## src/design/sscs_pkg.sv

```systemverilog
`timescale 1ns / 1ps
`default_nettype none
package sscs_pkg;

    localparam int MAX_SAMPLES = 1024;
    localparam int CNT_W       = $clog2(MAX_SAMPLES + 1);

    localparam int SAMPLE_W  = 16;
    localparam int MAG_W     = SAMPLE_W + 1;
    localparam int ENERGY_W  = 42;
    localparam int CLIP_W    = 15;
    localparam int SIL_W     = 20;
    localparam int NF_W      = 16;
    localparam int CONF_W    = 7;
    localparam int QI_W      = $clog2(CONF_W);
    localparam int CFG_IDX_W = 2;
    localparam int CFG_DAT_W = 20;

    localparam int MUL_A_W = 27;
    localparam int MUL_B_W = 20;
    localparam int PROD_W  = MUL_A_W + MUL_B_W;
    localparam int DEN_W   = NF_W + CNT_W;
    localparam int REM_W   = 34;

    localparam logic [CLIP_W-1:0] CLIP_RST = CLIP_W'(32000);
    localparam logic [SIL_W-1:0]  SIL_RST  = SIL_W'(10000);
    localparam logic [NF_W-1:0]   NF_RST   = NF_W'(1000);

    localparam logic [CONF_W-1:0] SCORE_CLIP = CONF_W'(10);
    localparam logic [CONF_W-1:0] SCORE_MAX  = CONF_W'(100);
    localparam logic [CONF_W-1:0] SCORE_NONE = CONF_W'(0);

    localparam logic [MUL_B_W-1:0] MUL_TEN     = MUL_B_W'(10);
    localparam logic [MUL_B_W-1:0] MUL_HUNDRED = MUL_B_W'(100);

    typedef enum logic [CFG_IDX_W-1:0] {
        CFG_CLIP_LEVEL  = 2'd0,
        CFG_SILENCE     = 2'd1,
        CFG_NOISE_FLOOR = 2'd2
    } t_cfg_idx;

    typedef struct packed {
        logic signed [SAMPLE_W-1:0] left_sample;
        logic signed [SAMPLE_W-1:0] right_sample;
        logic                       last_sample;
    } t_in;

    typedef struct packed {
        logic [CONF_W-1:0] confidence;
        logic              clipping_seen;
        logic              no_signal;
    } t_out;

    typedef struct packed {
        logic [CLIP_W-1:0] clip_level;
        logic [SIL_W-1:0]  silence_energy_per_sample;
        logic [NF_W-1:0]   noise_floor_per_sample;
    } t_cfg;

endpackage
`default_nettype wire

```

## src/design/sscs_cfg.sv

```systemverilog
`timescale 1ns / 1ps
`default_nettype none
module sscs_cfg (
    input  wire logic                           i_clk,
    input  wire logic                           i_rst_n,
    input  wire logic                           i_cfg_valid,
    output logic                                o_cfg_ready,
    input  wire logic [sscs_pkg::CFG_IDX_W-1:0] i_cfg_index,
    input  wire logic [sscs_pkg::CFG_DAT_W-1:0] i_cfg_data,
    output sscs_pkg::t_cfg                      o_cfg
);
    import sscs_pkg::*;

    t_cfg r_cfg;

    assign o_cfg_ready = 1'b1;
    assign o_cfg       = r_cfg;

    always_ff @(posedge i_clk) begin
        if (!i_rst_n) begin
            r_cfg.clip_level                <= CLIP_RST;
            r_cfg.silence_energy_per_sample <= SIL_RST;
            r_cfg.noise_floor_per_sample    <= NF_RST;
        end else if (i_cfg_valid) begin
            case (i_cfg_index)
                CFG_CLIP_LEVEL:  r_cfg.clip_level                <= i_cfg_data[CLIP_W-1:0];
                CFG_SILENCE:     r_cfg.silence_energy_per_sample <= i_cfg_data[SIL_W-1:0];
                CFG_NOISE_FLOOR: r_cfg.noise_floor_per_sample    <= i_cfg_data[NF_W-1:0];
                default: ;
            endcase
        end
    end

endmodule
`default_nettype wire

```

## src/design/sscs_mul.sv

```systemverilog
`timescale 1ns / 1ps
`default_nettype none
module sscs_mul (
    input  wire logic                         i_clk,
    input  wire logic [sscs_pkg::MUL_A_W-1:0] i_a,
    input  wire logic [sscs_pkg::MUL_B_W-1:0] i_b,
    output logic      [sscs_pkg::PROD_W-1:0]  o_prod
);
    import sscs_pkg::*;

    logic [PROD_W-1:0] r_prod;
    logic [PROD_W-1:0] n_prod;

    assign n_prod = {{(PROD_W-MUL_A_W){1'b0}}, i_a} * {{(PROD_W-MUL_B_W){1'b0}}, i_b};
    assign o_prod = r_prod;

    always_ff @(posedge i_clk) begin
        r_prod <= n_prod;
    end

endmodule
`default_nettype wire

```

## src/design/stereo_signal_confidence_score.sv

```systemverilog
// Stereo block confidence scorer.
// Input channel (i_valid/o_ready, i_data): one stereo sample pair per transfer,
// last_sample closes the block. Output channel (o_valid/i_ready, o_data): one
// score per closed block. Config channel (i_cfg_valid/o_cfg_ready): register
// index and data, always ready. It is to be written only while idle: the user
// is bound to that, as the block itself does not enforce it. A pair that does
// not close a block passes the states S_SQL, S_SQR and S_ACC: one shared 27x20
// multiplier forms both squares in turn before the energy accumulate. A closing
// pair holds off the next pair until its score is registered: the same multiplier
// then forms the silence threshold, the noise denominator and its 10x and
// 100x multiples, and a compare/subtract unit derives the score one
// quotient bit per cycle when a division is needed.
// The score waits in an output register; non-closing pairs keep flowing
// while it is held, and a closing pair stalls in its final step until the
// receiver takes the previous score.
// Reset restores register defaults (clip 32000, silence 10000, noise 1000),
// clears the running block and drops any pending score.
`timescale 1ns / 1ps
`default_nettype none
module stereo_signal_confidence_score (
    input  wire logic                           i_clk,
    input  wire logic                           i_rst_n,
    input  wire logic                           i_valid,
    output logic                                o_ready,
    input  wire sscs_pkg::t_in                  i_data,
    output logic                                o_valid,
    input  wire logic                           i_ready,
    output sscs_pkg::t_out                      o_data,
    input  wire logic                           i_cfg_valid,
    output logic                                o_cfg_ready,
    input  wire logic [sscs_pkg::CFG_IDX_W-1:0] i_cfg_index,
    input  wire logic [sscs_pkg::CFG_DAT_W-1:0] i_cfg_data
);
    import sscs_pkg::*;

    typedef enum logic [10:0] {
        S_IDLE = 11'b00000000001,
        S_SQL  = 11'b00000000010,
        S_SQR  = 11'b00000000100,
        S_ACC  = 11'b00000001000,
        S_SIL  = 11'b00000010000,
        S_NF   = 11'b00000100000,
        S_D10  = 11'b00001000000,
        S_D100 = 11'b00010000000,
        S_CMP  = 11'b00100000000,
        S_DIV  = 11'b01000000000,
        S_OUT  = 11'b10000000000
    } t_state;

    t_cfg              w_cfg;
    logic [MUL_A_W-1:0] w_mul_a;
    logic [MUL_B_W-1:0] w_mul_b;
    logic [PROD_W-1:0]  w_prod;
    logic [PROD_W-1:0]  w_energy_x;
    logic [MAG_W-1:0]   w_mag_l;
    logic [MAG_W-1:0]   w_mag_r;

    t_state            r_state,  n_state;
    logic              r_out_valid, n_out_valid;
    logic [ENERGY_W-1:0] r_energy, n_energy;
    logic [CNT_W-1:0]  r_count,  n_count;
    logic              r_clip,   n_clip;

    t_out              r_out,    n_out;
    logic [MAG_W-1:0]  r_ml,     n_ml;
    logic [MAG_W-1:0]  r_mr,     n_mr;
    logic              r_last,   n_last;
    logic              r_hit,    n_hit;
    logic              r_acc,    n_acc;
    logic              r_silent, n_silent;
    logic              r_gt1,    n_gt1;
    logic              r_gt10,   n_gt10;
    logic [DEN_W-1:0]  r_d,      n_d;
    logic [REM_W-1:0]  r_rem,    n_rem;
    logic [REM_W-1:0]  r_dsh,    n_dsh;
    logic [CONF_W-1:0] r_q,      n_q;
    logic [QI_W-1:0]   r_i,      n_i;

    sscs_cfg u_cfg (
        .i_clk       (i_clk),
        .i_rst_n     (i_rst_n),
        .i_cfg_valid (i_cfg_valid),
        .o_cfg_ready (o_cfg_ready),
        .i_cfg_index (i_cfg_index),
        .i_cfg_data  (i_cfg_data),
        .o_cfg       (w_cfg)
    );

    sscs_mul u_mul (
        .i_clk  (i_clk),
        .i_a    (w_mul_a),
        .i_b    (w_mul_b),
        .o_prod (w_prod)
    );

    assign o_ready = (r_state == S_IDLE);
    assign o_valid = r_out_valid;
    assign o_data  = r_out;

    assign w_energy_x = {{(PROD_W-ENERGY_W){1'b0}}, r_energy};

    assign w_mag_l = i_data.left_sample[SAMPLE_W-1]
                   ? MAG_W'(17'h10000 - {1'b0, i_data.left_sample})
                   : {1'b0, i_data.left_sample};
    assign w_mag_r = i_data.right_sample[SAMPLE_W-1]
                   ? MAG_W'(17'h10000 - {1'b0, i_data.right_sample})
                   : {1'b0, i_data.right_sample};

    always_comb begin
        w_mul_a = '0;
        w_mul_b = '0;
        case (r_state)
            S_SQL: begin
                w_mul_a = MUL_A_W'(r_ml);
                w_mul_b = MUL_B_W'(r_ml);
            end
            S_SQR: begin
                w_mul_a = MUL_A_W'(r_mr);
                w_mul_b = MUL_B_W'(r_mr);
            end
            S_SIL: begin
                w_mul_a = MUL_A_W'(r_count);
                w_mul_b = w_cfg.silence_energy_per_sample;
            end
            S_NF: begin
                w_mul_a = MUL_A_W'(r_count);
                w_mul_b = MUL_B_W'(w_cfg.noise_floor_per_sample);
            end
            S_D10: begin
                w_mul_a = w_prod[MUL_A_W-1:0];
                w_mul_b = MUL_TEN;
            end
            S_D100: begin
                w_mul_a = r_d;
                w_mul_b = MUL_HUNDRED;
            end
            default: ;
        endcase
    end

    always_comb begin
        n_state     = r_state;
        n_out_valid = r_out_valid;
        n_energy    = r_energy;
        n_count     = r_count;
        n_clip      = r_clip;
        n_out       = r_out;
        n_ml        = r_ml;
        n_mr        = r_mr;
        n_last      = r_last;
        n_hit       = r_hit;
        n_acc       = r_acc;
        n_silent    = r_silent;
        n_gt1       = r_gt1;
        n_gt10      = r_gt10;
        n_d         = r_d;
        n_rem       = r_rem;
        n_dsh       = r_dsh;
        n_q         = r_q;
        n_i         = r_i;

        if (r_out_valid && i_ready) begin
            n_out_valid = 1'b0;
        end

        case (r_state)
            S_IDLE: begin
                if (i_valid) begin
                    n_ml    = w_mag_l;
                    n_mr    = w_mag_r;
                    n_last  = i_data.last_sample;
                    n_hit   = (w_mag_l > MAG_W'(w_cfg.clip_level))
                           || (w_mag_r > MAG_W'(w_cfg.clip_level));
                    n_acc   = (r_count < CNT_W'(MAX_SAMPLES));
                    n_state = S_SQL;
                end
            end
            S_SQL: begin
                n_state = S_SQR;
            end
            S_SQR: begin
                if (r_acc) begin
                    n_energy = r_energy + w_prod[ENERGY_W-1:0];
                end
                n_state = S_ACC;
            end
            S_ACC: begin
                if (r_acc) begin
                    n_energy = r_energy + w_prod[ENERGY_W-1:0];
                    n_count  = r_count + CNT_W'(1);
                    n_clip   = r_clip | r_hit;
                end
                n_state = r_last ? S_SIL : S_IDLE;
            end
            S_SIL: begin
                n_state = S_NF;
            end
            S_NF: begin
                n_silent = (w_energy_x < w_prod);
                n_state  = S_D10;
            end
            S_D10: begin
                n_d     = w_prod[DEN_W-1:0];
                n_gt1   = (w_energy_x > w_prod);
                n_state = S_D100;
            end
            S_D100: begin
                n_gt10  = (w_energy_x > w_prod);
                n_state = S_CMP;
            end
            S_CMP: begin
                n_state = S_OUT;
                n_q     = SCORE_NONE;
                if (r_clip) begin
                    n_q = SCORE_CLIP;
                end else if (r_silent) begin
                    n_q = SCORE_NONE;
                end else if (r_d == '0) begin
                    n_q = SCORE_MAX;
                end else if (w_energy_x > w_prod) begin
                    n_q = SCORE_MAX;
                end else if (r_gt10 || r_gt1) begin
                    n_rem   = r_gt10 ? r_energy[REM_W-1:0]
                                     : REM_W'({r_energy, 3'b000} + {r_energy, 1'b0});
                    n_dsh   = {1'b0, r_d, {(CONF_W-1){1'b0}}};
                    n_i     = QI_W'(CONF_W - 1);
                    n_state = S_DIV;
                end
            end
            S_DIV: begin
                if (r_rem >= r_dsh) begin
                    n_rem = r_rem - r_dsh;
                    n_q   = {r_q[CONF_W-2:0], 1'b1};
                end else begin
                    n_q   = {r_q[CONF_W-2:0], 1'b0};
                end
                n_dsh = r_dsh >> 1;
                n_i   = r_i - QI_W'(1);
                if (r_i == '0) begin
                    n_state = S_OUT;
                end
            end
            S_OUT: begin
                if (!r_out_valid || i_ready) begin
                    n_out_valid         = 1'b1;
                    n_out.confidence    = r_q;
                    n_out.clipping_seen = r_clip;
                    n_out.no_signal     = r_silent;
                    n_energy            = '0;
                    n_count             = '0;
                    n_clip              = 1'b0;
                    n_state             = S_IDLE;
                end
            end
            default: begin
                n_state = S_IDLE;
            end
        endcase
    end

    always_ff @(posedge i_clk) begin
        if (!i_rst_n) begin
            r_state     <= S_IDLE;
            r_out_valid <= 1'b0;
            r_energy    <= '0;
            r_count     <= '0;
            r_clip      <= 1'b0;
        end else begin
            r_state     <= n_state;
            r_out_valid <= n_out_valid;
            r_energy    <= n_energy;
            r_count     <= n_count;
            r_clip      <= n_clip;
        end
    end

    always_ff @(posedge i_clk) begin
        r_out    <= n_out;
        r_ml     <= n_ml;
        r_mr     <= n_mr;
        r_last   <= n_last;
        r_hit    <= n_hit;
        r_acc    <= n_acc;
        r_silent <= n_silent;
        r_gt1    <= n_gt1;
        r_gt10   <= n_gt10;
        r_d      <= n_d;
        r_rem    <= n_rem;
        r_dsh    <= n_dsh;
        r_q      <= n_q;
        r_i      <= n_i;
    end

`ifndef NO_ASSERTIONS
    a_conf_range: assert property (@(posedge i_clk) disable iff (!i_rst_n)
        o_valid |-> (o_data.confidence <= SCORE_MAX))
        else $error("confidence above 100");

    a_clip_score: assert property (@(posedge i_clk) disable iff (!i_rst_n)
        (o_valid && o_data.clipping_seen) |-> (o_data.confidence == SCORE_CLIP))
        else $error("clipped block without clip score");

    a_silent_score: assert property (@(posedge i_clk) disable iff (!i_rst_n)
        (o_valid && o_data.no_signal && !o_data.clipping_seen)
        |-> (o_data.confidence == SCORE_NONE))
        else $error("silent block with nonzero score");

    a_count_cap: assert property (@(posedge i_clk) disable iff (!i_rst_n)
        r_count <= CNT_W'(MAX_SAMPLES))
        else $error("pair count beyond block limit");

    a_block_clear: assert property (@(posedge i_clk) disable iff (!i_rst_n)
        (r_state == S_OUT && (!r_out_valid || i_ready))
        |=> (r_count == '0 && r_energy == '0 && !r_clip && o_valid))
        else $error("block state not cleared after score");
`endif

endmodule
`default_nettype wire

```

## config.mk

```make
export PLATFORM = sky130hd
export DESIGN_NAME = stereo_signal_confidence_score
export DESIGN_NICKNAME = d
export VERILOG_FILES = /design/src/design/sscs_pkg.sv /design/src/design/sscs_cfg.sv /design/src/design/sscs_mul.sv /design/src/design/stereo_signal_confidence_score.sv
export SDC_FILE = /design/constraint.sdc
export NUM_CORES = 2
export LEC_CHECK = 0
export BUFFER_PORTS_ARGS = -buffer_cell sky130_fd_sc_hd__buf_2
export CORE_ASPECT_RATIO = 1.2
export CORE_MARGIN = 2
export CORE_UTILIZATION = 55
export CTS_BUF_LIST = sky130_fd_sc_hd__clkbuf_16
export DETAILED_ROUTE_END_ITERATION = 8
export PLACE_DENSITY = 0.85
export SETUP_SLACK_MARGIN = 0.1
export SYNTH_ARGS = -nofsm -noshare
export SYNTH_HDL_FRONTEND = slang
export SYNTH_SLANG_ARGS = --single-unit
export TNS_END_PERCENT = 20
```

## constraint.sdc

```tcl
create_clock -name i_clk -period 7.81 [get_ports i_clk]
set_input_delay 0.3905 -clock i_clk [delete_from_list [all_inputs] [get_ports i_clk]]
set_output_delay 0.3905 -clock i_clk [all_outputs]
set_load 0.01 [all_outputs]
```

; ---- After elaboration in Yosys (flattened, before gate mapping)
; Cells that the tools add are included.
[totals]
reg_bits = 318
inputBits = 60
out_inout_bits = 12
word_cells = 139
[classes]
add_sub_neg = 7
n_mul = 1
magnitude_cmp = 6
eq_ne = 24
mux = 52
bitwise = 1
n_reduce_logical = 23
[op_table]
columns = cell, n
row1 = 34-bit two-way mux, 12
row2 = 34-bit case mux with 2 select lines, 2
row3 = 27-bit case mux with 5 select lines, 1
row4 = 11-bit case mux with 11 select lines, 1
row5 = 20-bit case mux with 6 select lines, 1
row6 = 11-bit two-way mux, 10
row7 = 42-bit two-way mux, 2
row8 = 42-bit case mux with 2 select lines, 1
row9 = 42-bit by 47-bit greater-than comparator with 1-bit output, 1
row10 = 42-bit by 47-bit less-than comparator with 1-bit output, 1
row11 = 27-bit by 20-bit multiplier with 47-bit output, 1
row12 = 42-bit adder, 1
row13 = 34-bit adder, 1
row14 = 34-bit >= comparator, 1
row15 = 17-bit by 15-bit greater-than comparator with 1-bit output, 2
row16 = 17-bit two-way mux, 2
row17 = "17-bit by 16-bit subtractor with 17-bit output, first input constant", 2
row18 = 34-bit subtractor, 1
row19 = 7-bit two-way mux, 4
row20 = 27-bit zero test, 1
row21 = 11-bit case mux with 2 select lines, 1
row22 = "2-bit != test, second input constant", 10
row23 = 3-bit two-way mux, 5
row24 = 7-bit case mux with 2 select lines, 1
row25 = 33 further kinds, 49

; ---- Longest topological paths before layout
[depth]
word_depth = 8
depth_mapped = 38
depth_no_buf = 36

; ---- By module
; A second synthesis with hierarchy kept.
[hier_totals]
hier_cells = 4178
hier_area_um2 = 37418.4
[modules_own_cells]
columns = module, instances, cells_each, area_per_inst_um2, seq_area_each_um2
row1 = sscs_mul, 1, 2094, 18619.1, 940.9
row2 = stereo_signal_confidence_score, 1, 1874, 16718.5, 5915.7
row3 = sscs_cfg, 1, 210, 2080.7, 1021.0

; ---- Worst setup path before layout
; Ideal clock, no wire load.
[synth_timing]
kind = register to register
start = reg r_state[8]
end = reg u_mul.r_prod[33], in the netlist u_mul.o_prod[33]
setup_ns = 0.072
t_arrival_ns = 8.386
required_ns = 7.738
slack_ns = -0.649
path_stages_with_launch = 35
n_path_buf = 3
period_less_slack_ns = 8.459
cell_sequence = dfxtp_1 nor3_1 nand2_1 nor4_1 and3b_1 buf_2 buf_1 a22oi_1 nand2_1 clkbuf_1 nand2_1 fa_1 inv_1 fa_1 inv_1 fa_1 inv_1 fa_1 inv_1 fa_1 inv_1 fa_1 inv_1 fa_1 inv_1 ha_1 and2_1 a2111oi_2 o211ai_1 o21ai_2 a31oi_1 or2_1 a221o_1 a311oi_1 xnor2_1
[synth_via]
elab_chain_cells = 4
elab_cells_between_ends = 10
cone_classes = mul: 1 / eq/ne: 6 / mux: 2 / reduce/logical: 1
[synth_rtl]
columns = element, line_no
row1 = from (decl), stereo_signal_confidence_score.sv:58  ; t_state r_state, n_state;
row2 = from (signal assigned), stereo_signal_confidence_score.sv:269  ; r_state <= n_state;
row3 = 11-bit by 6-bit equality test with 1-bit output / 11-bit by 5-bit equality test with 1-bit output (equally long branches), stereo_signal_confidence_score.sv:112  ; case (r_state)
row4 = 2-bit OR reduction (no line), --
row5 = 27-bit case mux with 5 select lines, stereo_signal_confidence_score.sv:112
row6 = 27-bit by 20-bit multiplier with 47-bit output *, sscs_mul.sv:14  ; assign n_prod = {{(PROD_W-MUL_A_W){1'b0}}, i_a} * {{(PROD_W-MUL_B_W){1'b0}}, i_b};
row7 = via u_mul.n_prod[33], sscs_mul.sv:12  ; logic [PROD_W-1:0] n_prod;
row8 = to (signal assigned), sscs_mul.sv:18  ; r_prod <= n_prod;
row9 = to (decl), sscs_mul.sv:11  ; logic [PROD_W-1:0] r_prod;
; The timed path passes the listed nets; every way through them passes the cells marked *.
; A chain may end at the register's enable or synchronous reset.

; ---- Final worst setup path
[layout_timing]
start = reg r_state[5]
end = reg u_mul.r_prod[32], in the netlist u_mul.o_prod[32]
; The elaborated chain is that of the path after synthesis.

==> impl_metrics.toml <==
[cells_and_area]
nNetsFinal = 5217
fin_cells = 5232
fillers = 4954
final_cell_mix = "inv_1 (698), nand2_1 (482), fa_1 (448)"
layout_commonest_cell = "inv_1"
area_growth_syn_to_layout_pct = 15.19
layout-drive-gt1-share_pct = 12.05
stdcell_area_mm2 = 0.04119
fin_util_pct = 63.91

[pwr]
p_sw_mw = 3.970
worst_ir_drop_vdd_v = 0.0009268
power_density_mw_per_mm2 = 223.8
p_total_mw = 9.217
sequentialPowerShare_pct = 22.1
power_leakage_nw = 20.12
swShare_pct = 43.07
intPower_mw = 5.248
combPwrFrac_pct = 59.8
clockPowerShare_pct = 18.1

[timing]
fmax_mhz = 126.2
grt_setup_unrepaired = "true"
max-slew-margin-rel_pct = 21.70
setup_viol = 6
setup_ws_ps = -112.1
skew_ps = 28.91
min_period_ps = 7922
slew_viol_final = 0
hold-worst-slack_ps = 45.64
tightest_slew_ps = 1169
timing.setup.tns_ps = -467.2
hold_viol = 0
fin_crit_sh_pct = 101.4

[grt]
grtUsageTotal_pct = 29.98
grt_pass1_vias = 30750
antenna_found_initial = 2
grt_max_degree = 75
grt_pass1_wl_mm = 158.4
gr-total-overflow = 0

[logic_synthesis]
synth_cell_types = 86
synth_xor_area_share_pct = 4.041
synth_cells = 3958
ys_seq_elements = 317
synth-compound-area-share_pct = 14.08
synthSimpleGateAreaFrac_pct = 13.85
synth-async-reset-ratio_pct = 0
seq_area_frac_synth_pct = 22.03
ys.warnings.count = 0
netlist_area_mm2 = 0.03576
synth_top_family_by_area = "adder cells"
syn_area_per_cell_um2 = 9.035
synth_fa_ha_area_share_pct = 36.96
synth_edf_count = 153
synth_mux_area_share_pct = 0.1994
synthFlopType = "dfxtp_1"

[floorplanning]
die_w_um = 236.8
io_pins = 72
core_mm2 = 0.06445
die_area_mm2 = 0.06708
die_y_um = 283.3
start_util_pct = 55.48
placementRows = 102

[status]
violations = "negative setup slack"
status = "finished, violations left"

[placement]
dp.cells = 5131
io_buffer_count = 70
dp_slack_ps = -416.2
dp.final_hpwl_mm = 81.50
dpl_cell_area_mm2 = 0.03924
gp_congestion = 0.9873

[routing]
postRouteAntennaNets = 0
drc = 0
routedWlPerCell_um = 19.31
drt_iter0_drc = 2579
drt-total-wl_mm = 101.0
vias_per_cell = 5.755
drtPass1Iterations = 7
vias = 30110

[hold_path]
min_from = "i_data[17]"
min_path_type = "in2reg"
worstHoldPathCells = 1

[clock_tree]
h-tree-depth = 2
cts.sinks = 317
cts_buffers = 37
clock_path_buffers = 3
clk_latency_ps = 580
cts_tree = "yes"
cts_root_buf = "clkbuf_16"
clkTransAtPathRegs_ps = 60

[critical_path]
critical_path_class = "reg2reg"
crit_slowest_cell = "fa_1"
cp_common_cell = "fa_1"
worstSetupStartpoint = "r_state[5]"
reg2reg_from = "r_state[5]"
arrival_ps = 8400
path_max_fanout = 6
reg2reg_depth = 32
max_stage_delay_ps = 630
cp-end-kind = "register"
cp.required_ps = 8290
start_kind = "register"

[job]
maxCapViolCount = 0
==> worst max-delay path: cells and delay by family (launching register included) <==
kind / cells / cell delay [ps]
simple gates: 9 / 1380
fa+ha+maj: 8 / 3850
compound gates: 7 / 1360
xor+xnor: 1 / 130
buf+inv: 7 / 740
flops: 1 / 350
==> final cells by class <==
type                    instances  area [um2]  area share (%)
inverters                     702        2635           6.397
multi-input cells            2976       25930           62.95
clock buffers                  38       950.9           2.309
clock inverters                30       202.7          0.4921
flip-flops and latches        317        7894           19.16
repair buffers                336        2536           6.157
diodes                          1       2.502        0.006075
well taps                     832        1041           2.527
==> final timing paths <==
path	endpoint	slack, ps
worst max register to register	u_mul.o_prod[32]	-110
worst min-delay path	r_ml[0]	50
worst max-delay path	u_mul.o_prod[32]	-110
worst min register to register	o_data[8]	420
==> cell families (layout without fill, tap and decap cells) <==
logic type / after synthesis / in the layout
compound gates: 756 / 756
xor+xnor: 165 / 165
fa+ha+maj: 787 / 787
buf+inv: 834 / 1106
flops: 317 / 317
mux: 7 / 7
other cells: 2 / 172
simple gates: 1090 / 1090
==> timing repair <==
item	in CTS	in global routing
resized for setup	74	54
hold buffers	1	0
pin swaps	37	21
buffers inserted	18	12
endpoints found under the hold margin	1	0
cloned	1	0
endpoints found under the setup margin	13	16
==> metal layers <==
layer	vias up	routed length (um)	track usage, %	part of all wire (%)
met5	-	11	0	0.011
met4	2	6848	17.90	6.8
li1	13650	-	-	-
met3	438	8262	5.466	8.2
met2	1342	49400	51.18	49
met1	14680	36500	35.19	36
==> sequential cells by signal, summed over array words and instances, names as in the netlist, 3 cells and up <==
| signal | flops |
|---|---|
| r_d | 27 |
| u_mul.o_prod | 47 |
| r_dsh | 33 |
| o_data | 9 |
| r_mr | 17 |
| r_count | 11 |
| r_ml | 17 |
| r_state | 11 |
| r_i | 3 |
| r_q | 7 |
| r_rem | 34 |
| u_cfg.o_cfg | 51 |
| r_energy | 42 |
==> cell usage after synthesis, types with 37 or more instances <==
cell / n / area share (%)
a21boi_0: 51 / 1.1
a21o_1: 81 / 1.7
a21oi_1: 185 / 2.6
and2_1: 49 / 0.86
clkbuf_1: 116 / 1.2
dfxtp_1: 164 / 9.2
edfxtp_1: 153 / 13
fa_1: 449 / 25
ha_1: 338 / 12
inv_1: 699 / 7.3
nand2_1: 491 / 5.2
nand2b_1: 41 / 0.72
nand3_1: 80 / 1.1
nor2_1: 236 / 2.5
nor3_1: 37 / 0.52
o21ai_0: 142 / 2.0
xnor2_1: 125 / 3.1
xor2_1: 40 / 0.98
==> power groups by stage <==
| stage | logic [mW] | registers, mW | clock network [mW] |
|---|---|---|---|
| 2_1_floorplan | 3.76 | 2.01 | 0 |
| 3_3_place_gp | 4.70 | 2.06 | 0 |
| 3_5_place_dp | 4.75 | 2.06 | 0 |
| 4_1_cts | 4.82 | 2.03 | 1.68 |
| 5_1_grt | 6.08 | 2.04 | 1.74 |
| 6_report | 5.51 | 2.04 | 1.67 |
No activity file was read; power rests on OpenSTA's default activity.
